`src/design/cdd_pkg.sv`:
```
package cdd_pkg;

    // Largest year accepted; larger input years are clamped to it.
    localparam logic [13:0] YEAR_MAX = 14'd9999;

    // ceil(2^19 / 12): floor(n * RECIP_12 / 2^19) == n / 12 for any 15-bit n.
    localparam logic [15:0] RECIP_12 = 16'd43691;

    localparam logic [13:0] YEARS_400 = 14'd400;

    typedef enum logic [2:0] {
        REQ_DAYS     = 3'd0,
        REQ_WEEKS    = 3'd1,
        REQ_MONTHS   = 3'd2,
        REQ_YEARS    = 3'd3,
        REQ_DECADES  = 3'd4,
        REQ_YEAR_SUB = 3'd5
    } t_req;

    typedef struct packed {
        logic [2:0]  req_type;
        logic [4:0]  in_day;
        logic [3:0]  in_month;
        logic [13:0] in_year;
        logic [14:0] step_count;
    } t_in_item;

    typedef struct packed {
        logic [4:0]  out_day;
        logic [3:0]  out_month;
        logic [13:0] out_year;
        logic        underflow;
    } t_out_item;

    typedef enum logic [2:0] {
        ST_IDLE,
        ST_NORM,
        ST_PREP,
        ST_DAYS,
        ST_MONS,
        ST_YEARS,
        ST_CLAMP,
        ST_DONE
    } t_state;

    typedef enum logic [2:0] {
        OP_NONE,
        OP_LOAD,
        OP_CLAMP,
        OP_PREP,
        OP_DAY,
        OP_MON,
        OP_YEAR
    } t_dp_op;

    typedef struct packed {
        t_dp_op op;
        logic   out_load;
    } t_dp_cmd;

    typedef struct packed {
        logic [2:0] mode;
        logic       day_fin;
    } t_dp_stat;

    // year mod 400 by restoring subtraction, six narrow steps
    function automatic logic [8:0] f_mod400(input logic [13:0] year);
        logic [13:0] v;
        v = year;
        for (int k = 5; k >= 0; k--) begin
            if (v >= (YEARS_400 << k)) begin
                v = v - (YEARS_400 << k);
            end
        end
        return v[8:0];
    endfunction

    function automatic logic f_leap(input logic [8:0] y400);
        return (y400[1:0] == 2'd0) && (y400 != 9'd100) && (y400 != 9'd200)
            && (y400 != 9'd300);
    endfunction

    function automatic logic [4:0] f_dim(input logic [3:0] month, input logic leap);
        logic [4:0] len;
        case (month) inside
            4'd4, 4'd6, 4'd9, 4'd11: len = 5'd30;
            4'd2:                    len = leap ? 5'd29 : 5'd28;
            default:                 len = 5'd31;
        endcase
        return len;
    endfunction

endpackage

```
`src/design/calendar_date_decrement_unit.sv`:
```
// Calendar date decrement unit: takes a Gregorian date (day, month, year), a
// count and a unit (days, weeks, months, years, decades, or a plain year
// subtract) and returns the earlier date with an underflow flag; results
// that would fall before 1 January of year 1 saturate there with underflow
// set. The start date is clamped into range first (year 1..9999, month
// 1..12, day 1..month length). One transaction is worked on at a time. From
// input acceptance to the result register, month, year and decade requests
// pass normalize, prep, month step and day clamp states, the plain year
// subtract normalize, prep and a year step, other codes normalize and prep.
// Day and week requests walk a day counter back one calendar month or, from
// 31 December, one whole year per cycle. The next request is taken once the
// result is in the output register, even while that result waits on a
// downstream stall.
module calendar_date_decrement_unit (
    input  logic               i_clk,
    input  logic               i_rst_n,
    // request channel
    input  logic               i_in_valid,
    output logic               o_in_stall,
    input  cdd_pkg::t_in_item  i_in_data,
    // result channel
    output logic               o_out_valid,
    input  logic               i_out_stall,
    output cdd_pkg::t_out_item o_out_data
);
    import cdd_pkg::*;

    // command and status between the sequencer and the date datapath
    t_dp_cmd  w_cmd;
    t_dp_stat w_stat;

    // sequencer: request acceptance, walk control, result register valid
    cdd_ctrl u_ctrl (
        .i_clk       (i_clk),
        .i_rst_n     (i_rst_n),
        .i_in_valid  (i_in_valid),
        .o_in_stall  (o_in_stall),
        .i_out_stall (i_out_stall),
        .o_out_valid (o_out_valid),
        .o_cmd       (w_cmd),
        .i_stat      (w_stat)
    );

    // datapath: date registers, day/month/year stepping, result register
    cdd_dpath u_dpath (
        .i_clk      (i_clk),
        .i_rst_n    (i_rst_n),
        .i_in_data  (i_in_data),
        .i_cmd      (w_cmd),
        .o_stat     (w_stat),
        .o_out_data (o_out_data)
    );

endmodule

```
`src/design/cdd_ctrl.sv`:
```
module cdd_ctrl (
    input  logic              i_clk,
    input  logic              i_rst_n,
    input  logic              i_in_valid,
    output logic              o_in_stall,
    input  logic              i_out_stall,
    output logic              o_out_valid,
    output cdd_pkg::t_dp_cmd  o_cmd,
    input  cdd_pkg::t_dp_stat i_stat
);
    import cdd_pkg::*;

    t_state r_state, n_state;
    logic   r_out_valid, n_out_valid;
    logic   w_in_acc;
    logic   w_out_free;

    assign o_in_stall  = (r_state != ST_IDLE);
    assign w_in_acc    = i_in_valid && !o_in_stall;
    assign w_out_free  = !r_out_valid || !i_out_stall;
    assign o_out_valid = r_out_valid;

    always_ff @(posedge i_clk) begin
        if (!i_rst_n) begin
            r_state     <= ST_IDLE;
            r_out_valid <= 1'b0;
        end else begin
            r_state     <= n_state;
            r_out_valid <= n_out_valid;
        end
    end

    // next state
    always_comb begin
        n_state = r_state;
        case (r_state)
            ST_IDLE:  if (w_in_acc) n_state = ST_NORM;
            ST_NORM:  n_state = ST_PREP;
            ST_PREP: begin
                case (i_stat.mode) inside
                    REQ_DAYS, REQ_WEEKS:                n_state = ST_DAYS;
                    REQ_MONTHS, REQ_YEARS, REQ_DECADES: n_state = ST_MONS;
                    REQ_YEAR_SUB:                       n_state = ST_YEARS;
                    default:                            n_state = ST_DONE;
                endcase
            end
            ST_DAYS:  if (i_stat.day_fin) n_state = ST_DONE;
            ST_MONS:  n_state = ST_CLAMP;
            ST_YEARS: n_state = ST_DONE;
            ST_CLAMP: n_state = ST_DONE;
            ST_DONE:  if (w_out_free) n_state = ST_IDLE;
            default:  n_state = ST_IDLE;
        endcase
    end

    // outputs
    always_comb begin
        o_cmd.op       = OP_NONE;
        o_cmd.out_load = 1'b0;
        case (r_state)
            ST_IDLE:  o_cmd.op = w_in_acc ? OP_LOAD : OP_NONE;
            ST_NORM:  o_cmd.op = OP_CLAMP;
            ST_PREP:  o_cmd.op = OP_PREP;
            ST_DAYS:  o_cmd.op = OP_DAY;
            ST_MONS:  o_cmd.op = OP_MON;
            ST_YEARS: o_cmd.op = OP_YEAR;
            ST_CLAMP: o_cmd.op = OP_CLAMP;
            ST_DONE:  o_cmd.out_load = w_out_free;
            default:  o_cmd.op = OP_NONE;
        endcase
    end

    always_comb begin
        if (o_cmd.out_load) begin
            n_out_valid = 1'b1;
        end else begin
            n_out_valid = r_out_valid && i_out_stall;
        end
    end

    a_accept_starts: assert property (@(posedge i_clk) disable iff (!i_rst_n)
        w_in_acc |=> (r_state == ST_NORM))
        else $error("accepted transaction did not start normalization");

    a_load_when_free: assert property (@(posedge i_clk) disable iff (!i_rst_n)
        o_cmd.out_load |-> (!r_out_valid || !i_out_stall))
        else $error("result loaded over a pending transaction");

    a_load_presents: assert property (@(posedge i_clk) disable iff (!i_rst_n)
        o_cmd.out_load |=> (r_out_valid && (r_state == ST_IDLE)))
        else $error("loaded result not presented");

endmodule

```
`src/design/cdd_dpath.sv`:
```
module cdd_dpath (
    input  logic               i_clk,
    input  logic               i_rst_n,
    input  cdd_pkg::t_in_item  i_in_data,
    input  cdd_pkg::t_dp_cmd   i_cmd,
    output cdd_pkg::t_dp_stat  o_stat,
    output cdd_pkg::t_out_item o_out_data
);
    import cdd_pkg::*;

    logic [2:0]  r_mode;
    logic [14:0] r_cnt;
    logic [4:0]  r_day;
    logic [3:0]  r_month;
    logic [13:0] r_year;
    logic [8:0]  r_y400;
    logic [18:0] r_acc;
    logic        r_under;
    t_out_item   r_out;

    // current-year helpers (valid once r_y400 tracks r_year)
    logic        w_leap;
    logic [8:0]  w_ylen;
    logic [8:0]  w_y400_dec;
    logic [3:0]  w_month_dec;

    // day walk
    logic        w_fits;
    logic        w_yjump;
    logic        w_wrap;
    logic        w_day_under;

    // day clamp
    logic [8:0]  w_cl_y400;
    logic [4:0]  w_cl_lim;

    // month/year walk
    logic [30:0] w_prod;
    logic [14:0] w_q12;
    logic [3:0]  w_mb;
    logic        w_borrow;
    logic [18:0] w_yb;

    assign w_leap      = f_leap(r_y400);
    assign w_ylen      = w_leap ? 9'd366 : 9'd365;
    assign w_y400_dec  = (r_y400 == 9'd0) ? 9'd399 : r_y400 - 9'd1;
    assign w_month_dec = r_month - 4'd1;

    assign w_fits      = r_acc < 19'(r_day);
    assign w_yjump     = !w_fits && (r_month == 4'd12) && (r_day == 5'd31)
                         && (r_acc >= 19'(w_ylen));
    assign w_wrap      = (r_month == 4'd1);
    assign w_day_under = !w_fits && (r_year == 14'd1) && (w_yjump || w_wrap);

    assign w_cl_y400   = f_mod400(r_year);
    assign w_cl_lim    = f_dim(r_month, f_leap(w_cl_y400));

    assign w_prod      = 31'(r_cnt) * 31'(RECIP_12);
    assign w_q12       = {r_acc[11:0], 3'b000} + {1'b0, r_acc[11:0], 2'b00};
    assign w_mb        = (r_mode == REQ_MONTHS) ? 4'(r_cnt - w_q12) : 4'd0;
    assign w_borrow    = (r_month <= w_mb);
    assign w_yb        = r_acc + 19'(w_borrow);

    assign o_stat.mode    = r_mode;
    assign o_stat.day_fin = w_fits || w_day_under;
    assign o_out_data     = r_out;

    always_ff @(posedge i_clk) begin
        case (i_cmd.op)
            OP_LOAD: begin
                r_mode  <= i_in_data.req_type;
                r_cnt   <= i_in_data.step_count;
                r_day   <= i_in_data.in_day;
                r_under <= 1'b0;
                if (i_in_data.in_month == 4'd0) begin
                    r_month <= 4'd1;
                end else if (i_in_data.in_month > 4'd12) begin
                    r_month <= 4'd12;
                end else begin
                    r_month <= i_in_data.in_month;
                end
                if (i_in_data.in_year == 14'd0) begin
                    r_year <= 14'd1;
                end else if (i_in_data.in_year > YEAR_MAX) begin
                    r_year <= YEAR_MAX;
                end else begin
                    r_year <= i_in_data.in_year;
                end
            end
            OP_CLAMP: begin
                r_y400 <= w_cl_y400;
                if (r_day == 5'd0) begin
                    r_day <= 5'd1;
                end else if (r_day > w_cl_lim) begin
                    r_day <= w_cl_lim;
                end
            end
            OP_PREP: begin
                case (r_mode) inside
                    REQ_WEEKS:   r_acc <= {1'b0, r_cnt, 3'b000} - 19'(r_cnt);
                    REQ_MONTHS:  r_acc <= 19'(w_prod[30:19]);
                    REQ_DECADES: r_acc <= {1'b0, r_cnt, 3'b000} + {3'b000, r_cnt, 1'b0};
                    default:     r_acc <= 19'(r_cnt);
                endcase
            end
            OP_DAY: begin
                if (w_fits) begin
                    r_day <= r_day - r_acc[4:0];
                end else if (w_day_under) begin
                    r_under <= 1'b1;
                end else if (w_yjump) begin
                    // Dec 31 to Dec 31 of the year before
                    r_year <= r_year - 14'd1;
                    r_y400 <= w_y400_dec;
                    r_acc  <= r_acc - 19'(w_ylen);
                end else begin
                    // back to the last day of the previous month
                    r_acc <= r_acc - 19'(r_day);
                    if (w_wrap) begin
                        r_month <= 4'd12;
                        r_day   <= 5'd31;
                        r_year  <= r_year - 14'd1;
                        r_y400  <= w_y400_dec;
                    end else begin
                        r_month <= w_month_dec;
                        r_day   <= f_dim(w_month_dec, w_leap);
                    end
                end
            end
            OP_MON: begin
                if (w_yb >= 19'(r_year)) begin
                    r_under <= 1'b1;
                end else begin
                    r_year  <= r_year - w_yb[13:0];
                    r_month <= w_borrow ? r_month + 4'd12 - w_mb : r_month - w_mb;
                end
            end
            OP_YEAR: begin
                if (r_cnt >= 15'(r_year)) begin
                    r_under <= 1'b1;
                end else begin
                    r_year <= r_year - r_cnt[13:0];
                end
            end
            default: begin
            end
        endcase

        if (i_cmd.out_load) begin
            if (r_under) begin
                r_out <= '{out_day: 5'd1, out_month: 4'd1, out_year: 14'd1,
                           underflow: 1'b1};
            end else begin
                r_out <= '{out_day: r_day, out_month: r_month, out_year: r_year,
                           underflow: 1'b0};
            end
        end
    end

    a_load_clamped: assert property (@(posedge i_clk) disable iff (!i_rst_n)
        (i_cmd.op == OP_LOAD) |=> ((r_month >= 4'd1) && (r_month <= 4'd12)
            && (r_year != 14'd0) && (r_year <= YEAR_MAX) && !r_under))
        else $error("start date not clamped on load");

    a_clamp_valid: assert property (@(posedge i_clk) disable iff (!i_rst_n)
        (i_cmd.op == OP_CLAMP) |=> ((r_day != 5'd0) && (r_y400 < 9'd400)))
        else $error("day clamp left a bad day or year phase");

    a_day_step_sane: assert property (@(posedge i_clk) disable iff (!i_rst_n)
        ((i_cmd.op == OP_DAY) && !w_fits && !w_day_under)
            |=> ((r_year != 14'd0) && (r_day >= 5'd28)))
        else $error("day walk left a month or year boundary wrong");

endmodule
```
`config.mk`:
```
export PLATFORM = sky130hd
export DESIGN_NAME = calendar_date_decrement_unit
export DESIGN_NICKNAME = d
export VERILOG_FILES = /design/src/design/cdd_pkg.sv /design/src/design/calendar_date_decrement_unit.sv /design/src/design/cdd_ctrl.sv /design/src/design/cdd_dpath.sv
export SDC_FILE = /design/constraint.sdc
export NUM_CORES = 1
export LEC_CHECK = 0
export CAP_MARGIN = 20
export CORE_MARGIN = 2
export CORE_UTILIZATION = 45
export CTS_CLUSTER_SIZE = 16
export DETAILED_ROUTE_END_ITERATION = 8
export DONT_BUFFER_PORTS = 1
export PLACE_DENSITY = 0.71
export SETUP_SLACK_MARGIN = 0.02
export SYNTH_ARGS = -nofsm -noshare
export SYNTH_HDL_FRONTEND = slang
export SYNTH_SLANG_ARGS = --single-unit
```
`constraint.sdc`:
```
create_clock -name i_clk -period 15.95 [get_ports i_clk]
set_input_delay 0.7975 -clock i_clk [delete_from_list [all_inputs] [get_ports i_clk]]
set_output_delay 0.7975 -clock i_clk [all_outputs]
set_load 0.01 [all_outputs]
```
After elaboration in Yosys (flattened, before gate mapping):

Cells that the tools add are included.
Widths: inputs -> output; s select.

* add/subtract/negate cells: 22
* multipliers: 1
* divide/modulo/power cells: 0
* $lt $le $gt $ge: 14
* equality and inequality tests: 53
* shift-type cells: 0
* multiplexer cells: 69
* bitwise operators: 0
* reduce and logical (&&, ||, !) cells: 47

Operators with widths (number)
* $mux 14: 13
* $mux 19: 6
* $pmux 14 s4: 1
* $mux 9: 6
* $mux 5: 10
* $pmux 19 s2: 1
* $mux 4: 9
* $mul 15x16->31 const B: 1
* $sub 14x14->14: 2
* $eq 3x3->1 const B: 9
* $pmux 3 s7: 1
* $eq 4x4->1 const B: 5
* $add 18x16->19: 1
* $add 19x1->19: 1
* $ge 19x14->1: 1
* $ge 19x9->1: 1
* $lt 19x5->1: 1
* $sub 18x15->19: 1
* $sub 19x5->19: 1
* $sub 19x9->19: 1
* $eq 3x2->1 const B: 6
* $ne 9x7->1 const B: 2
* $ne 9x8->1 const B: 2
* $ne 9x9->1 const B: 2
* other kinds (61): 122

* bits in registers: 98
* bits in latches: 0
* bits in writable memories: 0
* ROM bits: 0
* input bits: 45
* output and inout port bits: 26
* logic and storage cells: 220
* memories: 0

Logic depth before layout (Yosys ltp):

Gate-level depths: netlist of run 1.

* depth after elaboration: 23
* mapped depth: 40
* depth with buffers taken out: 37

Cells and area by module:

Synthesis of run 1 repeated with hierarchy kept, for this count alone.

* cell total of the unflattened synthesis: 1626
* area, all modules: 14283.7 µm²

Modules (own cells, without submodules)
* cdd_dpath: instances 1, cells each 1590, area each 13970.9 µm², seq. area each 2822.7 µm²
* cdd_ctrl: instances 1, cells each 36, area each 312.8 µm², seq. area each 80.1 µm²

Worst setup path before layout of run 1:

Ideal clock, no wire load.

* kind: register to register
* start: register u_dpath.r_year[11]
* end: register u_dpath.r_day[0] (enable)
* setup time: 0.359 ns
* data arrival time: 7.428 ns
* required time: 15.591 ns
* slack: 8.163 ns
* cell stages (with the launch flop): 39
* buffers on the path: 3
* period minus slack after synthesis: 7.787 ns
* path through: edfxtp_1 -> buf_2 -> o211ai_1 -> o21a_1 -> ha_1 -> inv_1 -> a31oi_2 -> a32oi_4 -> xnor2_1 -> inv_1 -> ha_1 -> nand4_1 -> a211oi_1 -> mux2i_1 -> a31o_1 -> or2_1 -> buf_2 -> a31o_1 -> (+3 left out) -> ha_1 -> nand3_1 -> inv_1 -> a211oi_1 -> o21ai_1 -> nand3_1 -> a21boi_0 -> ha_1 -> nand2_1 -> a21o_1 -> a21oi_2 -> mux2i_1 -> o211ai_1 -> nand2_1 -> or3b_1 -> ha_1 -> a211o_1 -> a22oi_1

* longest elaborated chain between the ends: 22
* elaborated cells on any way between the ends: 35
* those cells by class: add/sub: 6; order compare: 7; eq/ne: 6; mux: 9; reduce/logical: 7

Ends and longest elaborated chain
* start: declaration: line cdd_dpath.sv:15 `logic [13:0] r_year;`
* start signal: assignment: line cdd_dpath.sv:87 `r_year <= i_in_data.in_year;`
* start signal: assignment: line cdd_dpath.sv:113 `r_year <= r_year - 14'd1;`
* start signal: assignment: line cdd_dpath.sv:122 `r_year <= r_year - 14'd1;`
* $sub 14x14->14 or $ge 14x14->1 (tied branches): line cdd_pkg.sv:72, cdd_pkg.sv:71
* $mux 14: line cdd_pkg.sv:71 `if (v >= (YEARS_400 << k)) begin`
* $sub 14x13->14 or $ge 14x13->1 (tied branches): line cdd_pkg.sv:72, cdd_pkg.sv:71
* $mux 14: line cdd_pkg.sv:71
* $sub 14x12->14 or $ge 14x12->1 (tied branches): line cdd_pkg.sv:72, cdd_pkg.sv:71
* $mux 14: line cdd_pkg.sv:71
* $sub 14x11->14 or $ge 14x11->1 (tied branches): line cdd_pkg.sv:72, cdd_pkg.sv:71
* $mux 14: line cdd_pkg.sv:71
* (+4 left out)
* $ne 9x7->1 or $logic_not 2->1 (tied branches): line cdd_pkg.sv:79 `return (y400[1:0] == 2'd0) && (y400 != 9'd100) && (y400 != 9'd200)`
* $logic_and 1x1->1 (2 in series): line cdd_pkg.sv:79
* $logic_and 1x1->1: line cdd_pkg.sv:80 `&& (y400 != 9'd300);`
* $mux 1: line cdd_pkg.sv:87 `4'd2: len = leap ? 5'd29 : 5'd28;`
* $mux 5 (2 in series): line cdd_pkg.sv:85 `case (month) inside`
* $gt 5x5->1: line cdd_dpath.sv:94 `end else if (r_day > w_cl_lim) begin`
* $ne 3x1->1 (no line)
* $reduce_and 4->1 (no line) (*)
* end signal: assignment: line cdd_dpath.sv:95 `r_day <= w_cl_lim;`
* end signal: assignment: line cdd_dpath.sv:108 `r_day <= r_day - r_acc[4:0];`
* end signal: assignment: line cdd_dpath.sv:126 `r_day <= f_dim(w_month_dec, w_leap);`
* end: declaration: line cdd_dpath.sv:13 `logic [4:0] r_day;`

Every way passes the cells marked *; elsewhere a longest branch is shown, timed or not.
A chain may end at the register's enable or synchronous reset.

Worst setup path in the final report of run 1:

* start: register u_dpath.r_year[1]
* end: register u_dpath.r_day[4] (enable)

The elaborated chain is that of the path after synthesis.

==> flow_summary.yaml, run 1 <==
clocking:
  clockBufferDepth: 2
  insertion_delay_ns: 0.38
  numCtsBuffers: 9
  cts_num_sinks: 98
  ctsRootBufferMaster: "clkbuf_16"
  cts_setup_buffers: 0
  path_clk_slew_ns: 0.08
  cts_resized: 0
  htreeDepth: 3
  hold_buffers: 0
  cts_tree: "done"
finish:
  area_delta_synth_final_pct: 4.62
  n_antenna_cell: 0
  fin_nets: 1905
  nFillCells: 2940
  layout-drive-gt1-share: 0.0507
  instances_no_fill: 1979
route:
  vias: 11900
  drt_wl_total_mm: 38.2
  drt_iter0_markers: 969
  viasPerCell: 6.01
  first_pass_iters: 6
  drc: 0
  drtAntennaViolNets: 0
  wl_per_cell_um: 19.3
worst_setup_path:
  worstPathArrival_ns: 9.31
  cp_max_fo: 9
  critPathSlowestCell: "nor3b_2"
  crit_top_cell: "ha_1"
  reg2reg_slack_ns: 6.64
  start_kind: "flop"
  path_class: "reg -> reg"
  crit_path_end_kind: "flop"
  worstPathRequired_ns: 15.96
  cpPeakStageDelay_ns: 0.55
floorplanning:
  ioPinCount: 71
  core_mm2: 0.0314
  die_h_um: 182
  die_area_mm2: 0.0331
  row_count: 65
  start_util: 0.454
  die_w_um: 182
placed_design:
  gp_congestion: 0.917
  place_hpwl_mm: 30.9
  io_buffers: 0
  place_inst: 1962
yosys:
  synth_nets: 1935
  synth_area_mm2: 0.0143
  ys_ff_latch: 98
  syn_area_per_cell_um2: 8.91
  ys_types: 96
  yosysWarnings: 0
  ys_seq_area_frac: 0.203
  synth_enable_flop_cells: 94
  synth-main-ff-cell: "edfxtp_1"
  synthArstFlopShare: 0
  syn_inst: 1602
timing:
  worst_pin_slew_ns: 1.03
  setup_tns_ns: 0
  maxSlewViolCount: 0
  timing.final.crit_period_ns: 9.31
  fin_hold_ws_ns: 0.520
  rsz0062_at_grt: "no"
  max_slew_margin: 0.315
  skew_ns: 0.0205
  fmax_mhz: 107
  hold_viol: 0
  period_share: 0.584
  setup_viol: 0
grt:
  grt_max_degree: 35
  grt_pass1_wl_mm: 61.0
  grt_usage: 0.232
  antenna_found_initial: 0
  grt_pass1_vias: 11400
  overflow: 0
job:
  cap_violations: 0
min_path:
  hp-class: "in -> reg"
run_status:
  status: "finished, final reports clean"
Yosys cell counts (5+ instances only):
cell type  instances  area (µm²)
a211o_1            5        43.8
a211oi_1           9        67.6
a21boi_0           6        45.0
a21o_1            50         375
a21oi_1           93         465
a222oi_1           5        50.1
a22oi_1           13        97.6
a31oi_1           12        75.1
and2_1             9        56.3
and3_1             9        56.3
buf_2              7        35.0
buf_6              6        67.6
clkbuf_1          33         124
edfxtp_1          94        2820
fa_1              71        1420
ha_1             217        2720
inv_1            168         631
mux2_4             5        75.1
mux2i_1           23         230
nand2_1           80         300
nand2b_1          27         169
nand3_1           35         175
nand3b_1           6        45.0
nand4_1           12        75.1
nor2_1           130         488
nor2b_1           17         106
nor3_1            33         165
nor4_1            12        75.1
o211ai_1          14         105
o21a_1            17         128
o21ai_0           93         465
o21ai_1            7        35.0
o21bai_1           9        67.6
o221ai_1          11        96.3
o22ai_1           14        87.6
o31a_1             5        43.8
or2_2             10        62.6
or3_1              9        56.3
xnor2_1           88         771
xor2_1            31         272
kinds of logic (layout without fill, tap and decap cells):
group           Yosys count  in the layout  share of synthesized area
buf+inv                 224            199                     0.0630
simple gates            421            421                      0.148
flops                    98             98                      0.203
xor+xnor                120            120                     0.0742
compound gates          420            420                      0.198
fa+ha+maj               288            288                      0.290
mux                      31             31                     0.0238
per-layer routing:
layer	wire, µm	vias up	track usage
met1	16600	5741	0.304
met4	1400	0	0.0832
met2	18000	393	0.393
met5	0	-	0
met3	2200	78	0.0293
li1	-	5676	-
metrics by stage:
step	instance area (µm²)	util	setup WS (ns)
floorplan	14300	-	8.16
global placement	14600	0.465	7.16
detailed placement	14600	0.465	6.84
CTS	14900	0.475	6.78
global route	14900	0.475	5.89
finish	14900	0.475	6.64
path summary, 6_finish.rpt:
path	depth (start not counted)	from	to
worst max register to register	34	u_dpath.r_year[1]$_DFFE_PP_	u_dpath.r_day[4]$_DFFE_PP_
worst min register to register	2	u_ctrl.o_out_valid$_SDFF_PN0_	u_ctrl.o_out_valid$_SDFF_PN0_
worst min-delay path	0	i_in_data[9]	u_dpath.r_cnt[9]$_DFFE_PP_
worst max-delay path	34	u_dpath.r_year[1]$_DFFE_PP_	u_dpath.r_day[4]$_DFFE_PP_
layout make-up:
| type | count | area (µm²) | share of cell area |
|---|---|---|---|
| tap | 402 | 503 | 0.0337 |
| multi-input combinational | 1280 | 10500 | 0.702 |
| sequential | 98 | 2900 | 0.194 |
| timing repair buffer | 10 | 82.6 | 0.00553 |
| clock inverter | 6 | 73.8 | 0.00495 |
| inverter | 173 | 649 | 0.0435 |
| clock buffer | 10 | 229 | 0.0153 |
cells in the final DEF (no fill, tap or decap), drive strengths merged, types with 19 or more instances in the layout:
cell / n
a21o: 50
a21oi: 96
edfxtp: 94
fa: 71
ha: 217
inv: 171
mux2i: 23
nand2: 82
nand2b: 27
nand3: 36
nor2: 132
nor3: 34
o21a: 19
o21ai: 102
xnor2: 89
xor2: 31
flip-flops by register name (all words and copies together) (netlist names):
signal              cells
u_dpath.r_cnt          15
u_ctrl.o_out_valid      1
u_dpath.r_month         4
u_ctrl.r_state          3
u_dpath.r_acc          19
u_dpath.r_day           5
u_dpath.r_mode          3
u_dpath.r_year         14
u_dpath.o_out_data     24
u_dpath.r_under         1
u_dpath.r_y400          9
critical path: cells and delay by family, from the launching register on:
kind,cells,cell delay (ns)
AO/OA/AOI/OAI,15,4.57
XOR/XNOR,1,0.17
adder cells (fa/ha/maj),5,1.26
buffers and inverters,3,0.46
flip-flops,1,0.44
multiplexers,2,0.23
AND/OR/NAND/NOR,8,1.78
Power of run 1 is not shown: default switching activity piles up to over one toggle a cycle in this logic, so the estimate is an artifact.
==> run 2, diff against run 1 <==
ABC_AREA = 1   (was unset)
clock period = 9 ns   (was 15.95 ns; I/O delays follow)
==> flow_summary.yaml, run 2 <==
run_status:
  status: "finished, final reports clean"
worst_setup_path:
  start_kind: "flop"
  r2r_end: "u_dpath.r_day[3]$_DFFE_PP_"
  cp.depth: 49
  path_delay_family: "simple AND/OR/NAND/NOR gates"
  worstReg2RegStart: "u_dpath.r_year[1]$_DFFE_PP_"
  reg2reg_slack_ns: 1.74
  crit_buf_inv: 5
  worstPathRequired_ns: 9.07
  worstPathArrival_ns: 7.33
  cpPeakStageDelay_ns: 0.46
  crit_top_cell: "nand2_1"
  rr_worst_depth: 49
  critPathSlowestCell: "edfxtp_1"
  path_class: "reg -> reg"
  crit_path_end_kind: "flop"
  cp_max_fo: 8
yosys:
  synth_nets: 2118
  synth_top_family_by_area: "adder cells"
  ys_top_cells_by_area: "edfxtp_1, ha_1, fa_1"
  synth_enable_flop_cells: 94
  synth.most_common_cell: "inv_1"
  ys_seq_area_frac: 0.210
  yosysWarnings: 0
  syn_inst: 1785
  yosys.area_share.simple: 0.206
  synth_compound_area_frac: 0.151
  ys_ff_latch: 98
  synth-main-ff-cell: "edfxtp_1"
  synthAdderAreaFrac: 0.299
  ys_top_cells_by_count: "inv_1, nand2_1, ha_1"
  ys_types: 60
  synth_top_area_frac: 0.204
  synth_area_mm2: 0.0139
  synth.largest_area_cell: "edfxtp_1"
  syn_area_per_cell_um2: 7.76
  synth_mux_area_frac: 0.000723
  synth-xor-area-share: 0.0424
  synthArstFlopShare: 0
route:
  drtAntennaViolNets: 0
  drc: 0
  first_pass_iters: 5
  drt_iter0_markers: 946
  drt_wl_total_mm: 38.5
  wl_per_cell_um: 17.6
  vias: 12300
  viasPerCell: 5.62
timing:
  rsz0062_at_grt: "no"
  max_slew_margin: 0.305
  worst_pin_slew_ns: 1.04
  maxSlewViolCount: 0
  period_share: 0.806
  skew_ns: 0.0108
  hold_viol: 0
  setup_tns_ns: 0
  fmax_mhz: 138
  setup_viol: 0
  timing.final.crit_period_ns: 7.26
finish:
  largest_reg_flops: 24
  area_delta_synth_final_pct: 5.54
  multi_input_area_mm2: 0.00970
  final_common_cell: "inv_1"
  final_util: 0.480
  fin_nets: 2114
  regArea_mm2: 0.00290
  n_antenna_cell: 0
  nFillCells: 2964
  layout-drive-gt1-share: 0.0521
  final_cell_mix: "inv_1, nand2_1, ha_1"
grt:
  overflow: 0
  grt_pass1_vias: 12000
  use_met2: 0.416
  grt_max_degree: 43
  grt_util_met1: 0.311
  grt_pass1_wl_mm: 62.9
  use_met3: 0.0300
  antenna_found_initial: 1
  grt-busiest-layer: "met2"
  grt_usage: 0.240
min_path:
  whs_endpoint: "u_dpath.r_cnt[0]$_DFFE_PP_"
  hp-start: "i_in_data[0]"
  hp-class: "in -> reg"
  hold_path_depth: 0
placed_design:
  place_hpwl_mm: 31.2
  gp_congestion: 0.953
  io_buffers: 0
clocking:
  insertion_delay_ns: 0.38
  cts_setup_buffers: 0
  htreeDepth: 3
  clockBufferDepth: 2
  cts_tree: "done"
  hold_buffers: 0
  cts_resized: 0
  numCtsBuffers: 9
  path_clk_slew_ns: 0.08
  cts_num_sinks: 98
  ctsRootBufferMaster: "clkbuf_16"
floorplanning:
  die_area_mm2: 0.0322
  ioPinCount: 71
  start_util: 0.455
  die_h_um: 179
  die_w_um: 179
  row_count: 64
  core_mm2: 0.0304
job:
  cap_violations: 0
## run 2: kinds of logic (layout without fill, tap and decap cells)
logic type / after synthesis / after routing
DFF: 98 / 98
muxes: 1 / 1
xor gates and xnor gates: 67 / 67
AOI/OAI and AO/OA: 362 / 362
adders and majority gates: 288 / 288
and+or+nand+nor: 633 / 633
buffers and inverters: 336 / 337
## run 2: cell type report
| cell class | count | area share |
|---|---|---|
| repair buffers | 10 | 0.00496 |
| clock buffers | 10 | 0.0157 |
| well taps | 396 | 0.0339 |
| flip-flops and latches | 98 | 0.199 |
| multi-input cells | 1351 | 0.664 |
| clock inverters | 6 | 0.00334 |
| inverters | 311 | 0.0800 |
## run 2: worst reg2reg max path, delay by kind of cell, from the launching register on
kind / cells / cell delay, ns
AND/OR/NAND/NOR: 35 / 4.04
adder cells (fa/ha/maj): 5 / 1.12
AO/OA/AOI/OAI: 3 / 0.35
XOR/XNOR: 1 / 0.29
flip-flops: 1 / 0.46
buffers and inverters: 5 / 0.69
## run 2: per-layer routing
layer	part of all wire	vias to the layer above
li1	-	6008
met1	0.43	5757
met2	0.48	415
met3	0.055	73
met4	0.030	2
met5	0.00034	-
## run 2: stage by stage
step,setup slack [ns],cells,area [µm²],hold slack (ns)
detailed placement,1.84,2165,14300,0.525
finish,1.74,2182,14600,0.162
global route,0.876,2182,14600,0.149
global placement,2.18,2165,14300,0.507
floorplan,1.91,1785,13900,0.469
CTS,1.81,2181,14600,0.157
## run 2: worst max-delay path by stage
| stage | slack [ns] | end | start |
|---|---|---|---|
| after floorplan | 1.91 | u_dpath.r_year[0]$_DFFE_PP_ | u_dpath.r_cnt[1]$_DFFE_PP_ |
| after global placement | 2.18 | u_dpath.r_acc[11]$_DFFE_PP_ | u_dpath.r_cnt[13]$_DFFE_PP_ |
| after detailed placement | 1.84 | u_dpath.r_day[3]$_DFFE_PP_ | u_dpath.r_year[1]$_DFFE_PP_ |
| after CTS | 1.81 | u_dpath.r_day[3]$_DFFE_PP_ | u_dpath.r_year[1]$_DFFE_PP_ |
| after global routing | 0.88 | u_dpath.r_day[0]$_DFFE_PP_ | u_dpath.r_year[1]$_DFFE_PP_ |
| final | 1.74 | u_dpath.r_day[3]$_DFFE_PP_ | u_dpath.r_year[1]$_DFFE_PP_ |
Power of run 2 is left out for the same reason.
